<file path="src/hdl/ritoa_pkg.sv">
`timescale 1ns / 1ps

package ritoa_pkg;

   // Width of the converted value
   localparam int NUM_BITS = 32;

   // Dividend bits consumed per divide cycle
   localparam int CHUNK    = 8;
   localparam int STEPS    = (NUM_BITS + CHUNK - 1) / CHUNK;
   localparam int PAD_BITS = STEPS * CHUNK;
   localparam int STEP_W   = (STEPS > 1) ? $clog2(STEPS) : 1;

   // Digit store addressing and digit count
   localparam int IDX_W    = $clog2(NUM_BITS);
   localparam int CNT_W    = $clog2(NUM_BITS + 1);

   // Base limits
   localparam logic [4:0] RADIX_MIN = 5'd2;
   localparam logic [4:0] RADIX_MAX = 5'd16;

   // Format flag bit positions
   localparam int FLAG_UNSIGNED = 0;
   localparam int FLAG_LOWER    = 1;

   // ASCII codes
   localparam logic [7:0] CHAR_MINUS   = 8'h2D;
   localparam logic [7:0] CHAR_ZERO    = 8'h30;
   localparam logic [7:0] CHAR_UPPER_A = 8'h41;
   localparam logic [7:0] CHAR_LOWER_A = 8'h61;

   typedef struct packed {
      logic [31:0] number;
      logic [4:0]  radix;
      logic [1:0]  format_flags;
   } req_type;

   typedef struct packed {
      logic [7:0] character;
      logic       last;
   } rsp_type;

   typedef enum logic [1:0] {
      ST_IDLE,
      ST_DIVIDE,
      ST_SIGN,
      ST_DIGITS
   } state_type;

   // Controller to datapath
   typedef struct packed {
      logic load;
      logic step;
      logic emit_sign;
      logic emit_digit;
   } cmd_type;

   // Datapath to controller
   typedef struct packed {
      logic step_last;
      logic quot_zero;
      logic negative;
      logic one_left;
      logic out_free;
   } status_type;

   // Digit value to ASCII, upper or lower case letters
   function automatic logic [7:0] digit_char(input logic [3:0] digit, input logic lower);
      logic [7:0] result;
      if (digit < 4'd10) begin
         result = CHAR_ZERO + {4'd0, digit};
      end else if (lower) begin
         result = CHAR_LOWER_A + {4'd0, digit} - 8'd10;
      end else begin
         result = CHAR_UPPER_A + {4'd0, digit} - 8'd10;
      end
      return result;
   endfunction

endpackage

</file>
<file path="src/hdl/ritoa_ctrl.sv">
`timescale 1ns / 1ps

module ritoa_ctrl (
   input  logic                   clock,
   input  logic                   reset,
   input  logic                   req_valid,
   output logic                   req_ready,
   input  ritoa_pkg::status_type  status,
   output ritoa_pkg::cmd_type     cmd
);
   import ritoa_pkg::*;

   state_type state_ff;
   state_type state_in;

   // State register
   always_ff @(posedge clock) begin
      if (reset) begin
         state_ff <= ST_IDLE;
      end else begin
         state_ff <= state_in;
      end
   end

   // Next state and commands
   always_comb begin
      state_in  = state_ff;
      cmd       = '0;
      req_ready = 1'b0;
      unique case (state_ff)
         ST_IDLE: begin
            req_ready = 1'b1;
            if (req_valid) begin
               cmd.load = 1'b1;
               state_in = ST_DIVIDE;
            end
         end
         ST_DIVIDE: begin
            cmd.step = 1'b1;
            // quotient gone to zero: all digits are stored
            if (status.step_last && status.quot_zero) begin
               state_in = status.negative ? ST_SIGN : ST_DIGITS;
            end
         end
         ST_SIGN: begin
            if (status.out_free) begin
               cmd.emit_sign = 1'b1;
               state_in      = ST_DIGITS;
            end
         end
         ST_DIGITS: begin
            if (status.out_free) begin
               cmd.emit_digit = 1'b1;
               if (status.one_left) begin
                  state_in = ST_IDLE;
               end
            end
         end
         default: begin
            state_in = ST_IDLE;
         end
      endcase
   end

endmodule

</file>
<file path="src/hdl/ritoa_dp.sv">
`timescale 1ns / 1ps

module ritoa_dp (
   input  logic                   clock,
   input  logic                   reset,
   input  ritoa_pkg::req_type     req_data,
   input  ritoa_pkg::cmd_type     cmd,
   output ritoa_pkg::status_type  status,
   output logic                   rsp_valid,
   input  logic                   rsp_ready,
   output ritoa_pkg::rsp_type     rsp_data
);
   import ritoa_pkg::*;

   logic [PAD_BITS-1:0] div_ff;
   logic [3:0]          rem_ff;
   logic [4:0]          base_ff;
   logic                lower_ff;
   logic                neg_ff;
   logic [STEP_W-1:0]   step_ff;
   logic [CNT_W-1:0]    count_ff;
   logic [3:0]          digits_ff [NUM_BITS];
   logic                rsp_valid_ff;
   rsp_type             rsp_ff;

   logic [NUM_BITS-1:0] raw;
   logic                neg_in;
   logic [NUM_BITS-1:0] mag;
   logic [4:0]          base_in;
   logic [PAD_BITS-1:0] div_next;
   logic [3:0]          rem_next;
   logic [4:0]          trial;
   logic [CNT_W-1:0]    cnt_dec;
   logic [IDX_W-1:0]    rd_idx;
   logic                step_last;
   logic                out_free;

   // Input decode: saturated base and two's complement magnitude
   always_comb begin
      raw    = NUM_BITS'(req_data.number);
      neg_in = !req_data.format_flags[FLAG_UNSIGNED] && raw[NUM_BITS-1];
      mag    = neg_in ? (~raw + NUM_BITS'(1)) : raw;
      if (req_data.radix < RADIX_MIN) begin
         base_in = RADIX_MIN;
      end else if (req_data.radix > RADIX_MAX) begin
         base_in = RADIX_MAX;
      end else begin
         base_in = req_data.radix;
      end
   end

   // Restoring division by the base, CHUNK dividend bits per cycle
   always_comb begin
      div_next = div_ff;
      rem_next = rem_ff;
      trial    = '0;
      for (int i = 0; i < CHUNK; i++) begin
         trial    = {rem_next, div_next[PAD_BITS-1]};
         div_next = {div_next[PAD_BITS-2:0], 1'b0};
         if (trial >= base_ff) begin
            rem_next    = 4'(trial - base_ff);
            div_next[0] = 1'b1;
         end else begin
            rem_next = trial[3:0];
         end
      end
   end

   assign cnt_dec   = count_ff - CNT_W'(1);
   assign rd_idx    = cnt_dec[IDX_W-1:0];
   assign step_last = (step_ff == STEP_W'(STEPS - 1));
   assign out_free  = !rsp_valid_ff || rsp_ready;

   assign status.step_last = step_last;
   assign status.quot_zero = (div_next == '0);
   assign status.negative  = neg_ff;
   assign status.one_left  = (count_ff == CNT_W'(1));
   assign status.out_free  = out_free;

   // Working registers and output word register
   always_ff @(posedge clock) begin
      if (reset) begin
         div_ff       <= '0;
         rem_ff       <= '0;
         neg_ff       <= 1'b0;
         step_ff      <= '0;
         count_ff     <= '0;
         rsp_valid_ff <= 1'b0;
      end else begin
         if (cmd.load) begin
            div_ff   <= PAD_BITS'(mag);
            rem_ff   <= '0;
            neg_ff   <= neg_in;
            step_ff  <= '0;
            count_ff <= '0;
         end
         if (cmd.step) begin
            div_ff <= div_next;
            if (step_last) begin
               rem_ff   <= '0;
               step_ff  <= '0;
               count_ff <= count_ff + CNT_W'(1);
            end else begin
               rem_ff  <= rem_next;
               step_ff <= step_ff + STEP_W'(1);
            end
         end
         if (cmd.emit_digit) begin
            count_ff <= cnt_dec;
         end
         if (cmd.emit_sign || cmd.emit_digit) begin
            rsp_valid_ff <= 1'b1;
         end else if (rsp_ready) begin
            rsp_valid_ff <= 1'b0;
         end
      end
   end

   // Format flags and base, held for the whole item
   always_ff @(posedge clock) begin
      if (cmd.load) begin
         base_ff  <= base_in;
         lower_ff <= req_data.format_flags[FLAG_LOWER];
      end
   end

   // Digit store, least significant digit first
   always_ff @(posedge clock) begin
      if (cmd.step && step_last) begin
         digits_ff[count_ff[IDX_W-1:0]] <= rem_next;
      end
   end

   // Output word payload
   always_ff @(posedge clock) begin
      if (cmd.emit_sign) begin
         rsp_ff.character <= CHAR_MINUS;
         rsp_ff.last      <= 1'b0;
      end else if (cmd.emit_digit) begin
         rsp_ff.character <= digit_char(digits_ff[rd_idx], lower_ff);
         rsp_ff.last      <= (count_ff == CNT_W'(1));
      end
   end

   assign rsp_valid = rsp_valid_ff;
   assign rsp_data  = rsp_ff;

endmodule

</file>
<file path="src/hdl/radix_integer_to_ascii_unit.sv">
`timescale 1ns / 1ps

// Converts a 32-bit integer to ASCII text in a base from 2 to 16, most
// significant character first, one word per character, with last set on the
// final one. In signed mode a negative value gives '-' and then its
// magnitude; the most negative value prints exactly. Bases below 2 or above
// 16 are clamped. An item is loaded, then each digit is found in the divider
// (8 dividend bits per cycle through a restoring divider by the base), least
// significant first, then the characters go out through the output register,
// which holds each word while the result side stalls. A new item is taken as
// soon as the final character is in the output register, even while that
// word still waits to be taken.
module radix_integer_to_ascii_unit (
   input  logic               clock,
   input  logic               reset,
   input  logic               req_valid,
   output logic               req_ready,
   input  ritoa_pkg::req_type req_data,
   output logic               rsp_valid,
   input  logic               rsp_ready,
   output ritoa_pkg::rsp_type rsp_data
);
   import ritoa_pkg::*;

   cmd_type    cmd;
   status_type status;

   ritoa_ctrl u_ctrl (
      .clock     (clock),
      .reset     (reset),
      .req_valid (req_valid),
      .req_ready (req_ready),
      .status    (status),
      .cmd       (cmd)
   );

   ritoa_dp u_dp (
      .clock     (clock),
      .reset     (reset),
      .req_data  (req_data),
      .cmd       (cmd),
      .status    (status),
      .rsp_valid (rsp_valid),
      .rsp_ready (rsp_ready),
      .rsp_data  (rsp_data)
   );

endmodule

</file>
<file path="config.mk">
export PLATFORM = sky130hd
export DESIGN_NAME = radix_integer_to_ascii_unit
export DESIGN_NICKNAME = d
export VERILOG_FILES = /design/src/hdl/ritoa_pkg.sv /design/src/hdl/ritoa_ctrl.sv /design/src/hdl/ritoa_dp.sv /design/src/hdl/radix_integer_to_ascii_unit.sv
export SDC_FILE = /design/constraint.sdc
export NUM_CORES = 1
export LEC_CHECK = 0
export BUFFER_PORTS_ARGS = -buffer_cell sky130_fd_sc_hd__clkbuf_2
export CAP_MARGIN = 5
export CORE_MARGIN = 2
export CORE_UTILIZATION = 45
export DETAILED_ROUTE_END_ITERATION = 8
export HOLD_SLACK_MARGIN = 0.08
export PLACE_DENSITY = 0.67
export SYNTH_ARGS = -nofsm -noshare
export SYNTH_HDL_FRONTEND = slang
export SYNTH_SLANG_ARGS = --single-unit
</file>
<file path="constraint.sdc">
create_clock -name clock -period 39.8 [get_ports clock]
set_input_delay 9.95 -clock clock [delete_from_list [all_inputs] [get_ports clock]]
set_output_delay 9.95 -clock clock [all_outputs]
set_load 0.005 [all_outputs]
</file>
==> flow_metrics.tcl <==
set metrics [dict create \
    outcome "completed" \
    arrival_ns 13.77 \
    layout-drive-gt1-share_pct 17.18 \
    r2r_slack_ns 26.03 \
    grt_pass1_vias 7224 \
    grt_pass1_wl_um 37930 \
    io_pins 54 \
    finalHoldViolations 0 \
    gp_congestion 0.8411 \
    slew_headroom_pct 29.32 \
    r2r_start "u_dp.base_ff[1]$_SDFFCE_PP1P_" \
    cts_inserted_buffers 17 \
    clkTransAtPathRegs_ns 0.07 \
    final_cell_mix "edfxtp_1, nor2_1, a21oi_1, nand2_1, dfxtp_1" \
    skew_ns 0.01744 \
    fin_crit_ns 13.77 \
    synth_area_um2 10550 \
    cts_sinks 190 \
    clk_latency_ns 0.44 \
    detail_route.first_pass.iterations 5 \
    syn-num-nets 1036 \
    portBuffers 52 \
    vias 7237 \
    wirelength_um 23330 \
    ys_warn_count 0 \
    viasPerCell 5.580 \
    fin_nets 1068 \
    cts_resized 0 \
    setup_violations 0 \
    synth_cell_types 69 \
    cts.htree.levels 4 \
    track_usage_pct 19.92 \
    max_cap_violations 0 \
    worstSetupStartpoint "u_dp.base_ff[1]$_SDFFCE_PP1P_" \
    antenna_cells 0 \
    grt_max_degree 67 \
    num_rows 56 \
    dieArea_um2 24690 \
    cp_common_cell "ha_1" \
    die_x_um 157.1 \
    worstSetupStartpointType "register" \
    worstHoldStart "u_dp.rsp_data[7]$_SDFFE_PP0P_" \
    root_buffer "clkbuf_16" \
    synth_seq_cells 190 \
    crit_required_ns 39.79 \
    slowest_delay_ns 0.74 \
    crit_type "register to register" \
    avgSynthCellArea_um2 11.31 \
    postSynthCellCount 933 \
    period_share_pct 34.61 \
    synth_top_flop_cell "edfxtp_1" \
    worstHoldPathType "register to register" \
    dieHeight_um 157.1 \
    hold_buffers 0 \
    ant_nets 0 \
    area_growth_pct 10.28 \
    initial_core_util_pct 45.36 \
    core_area_um2 23260 \
    layout_commonest_cell "edfxtp_1" \
    clock.fmax_mhz 72.61 \
    cts_tree "yes" \
    cts_setup_buffers 0 \
    synthArstFlopShare_pct 0 \
    overflow 0 \
    cp_max_fo 32 \
    antenna_found_initial 0 \
    clock_path_buffers 2 \
    drc 0 \
    yosysSeqAreaShare_pct 48.76 \
    wl_per_cell_um 17.99 \
    crit_path_end_kind "register" \
    final.setup.tns_ns 0 \
    crit_slowest_cell "a211oi_1" \
    synth_edf_count 134 \
    drv_slew 0 \
    rsz0062_at_grt "false" \
    drt-initial-drc-count 592 \
    tightest_slew_ns 1.060 \
    dpl.hpwl_um 16540 \
]
==> critical path, delay by kind of cell, from the launching register on <==
| kind | cells | cell delay, ns |
|---|---|---|
| mux | 5 | 1.86 |
| simple gates | 3 | 0.41 |
| buf+inv | 5 | 0.67 |
| flops | 1 | 0.70 |
| compound gates | 30 | 7.36 |
| fa+ha+maj | 8 | 2.32 |
==> layer usage <==
layer  part of all wire (%)  up-vias  GRT usage [%]
li1                       -     3542              -
met3                    4.2       26          3.992
met4                    1.8        0          5.671
met5                      0        -              0
met1                     44     3486          25.29
met2                     50      183          34.63
==> through the flow <==
| stage | setup slack [ns] | instance area, µm² | hold slack (ns) | instances | utilization (%) |
|---|---|---|---|---|---|
| after floorplan | 27.17 | 10550 | 0.4363 | 933 | - |
| after global placement | 26.54 | 11050 | 0.4498 | 1265 | 47.49 |
| after detailed placement | 26.05 | 11050 | 0.4579 | 1265 | 47.49 |
| after CTS | 26.01 | 11640 | 0.4685 | 1297 | 50.02 |
| after global routing | 24.71 | 11640 | 0.4852 | 1297 | 50.02 |
| final | 26.03 | 11640 | 0.4687 | 1297 | 50.02 |
==> sequential cells by signal, summed over array words and instances, names as in the netlist <==
register,count
u_dp.step_ff,2
u_dp.count_ff,6
u_dp.digits_ff,128
u_dp.rsp_valid,1
u_dp.div_ff,32
u_dp.base_ff,5
u_dp.rem_ff,4
u_dp.lower_ff,1
u_dp.rsp_data,8
u_ctrl.state_ff,2
u_dp.neg_ff,1
==> cell type report <==
type,count,area [µm²]
clock buffer,21,481.7
clock inverter,11,106.4
fill,2109,11630
inverter,39,146.4
multi-input combinational,655,5021
sequential,190,5146
tap,319,399.1
timing repair buffer,62,335.3
==> final timing paths <==
check / endpoint / depth (start not counted)
hold reg to reg: u_dp.rsp_data[7]$_SDFFE_PP0P_ / 2
setup / recovery: u_dp.digits_ff[0][2]$_DFFE_PP_ / 51
hold / removal: u_dp.rsp_data[7]$_SDFFE_PP0P_ / 2
setup reg to reg: u_dp.digits_ff[0][2]$_DFFE_PP_ / 51
==> Yosys cell counts (22+ instances only) <==
cell / n / area share (%)
mux4_2: 34 / 7.3
nor2_1: 117 / 4.2
xnor2_1: 31 / 2.6
dfxtp_1: 56 / 11
o21ai_0: 33 / 1.6
clkbuf_1: 28 / 1.0
nand2_1: 58 / 2.1
a21oi_1: 66 / 3.1
ha_1: 52 / 6.2
inv_1: 39 / 1.4
edfxtp_1: 134 / 38
mux2_2: 22 / 2.3
nor3_1: 22 / 1.0
==> cells by family (layout without fill, tap and decap cells) <==
kind of cell	after synthesis	in the layout	share of synthesized area (%)
AND/OR/NAND/NOR	276	276	12.43
AO/OA/AOI/OAI	197	197	12.08
flip-flops	190	190	48.76
buffers and inverters	88	133	3.783
multiplexers	75	75	11.41
adder cells (fa/ha/maj)	60	60	7.684
XOR/XNOR	46	46	3.818
other	1	1	0.03554
Power is left out: the tool's default activity adds up to more than one toggle a clock period on the data nets, which glitch-free logic cannot reach.
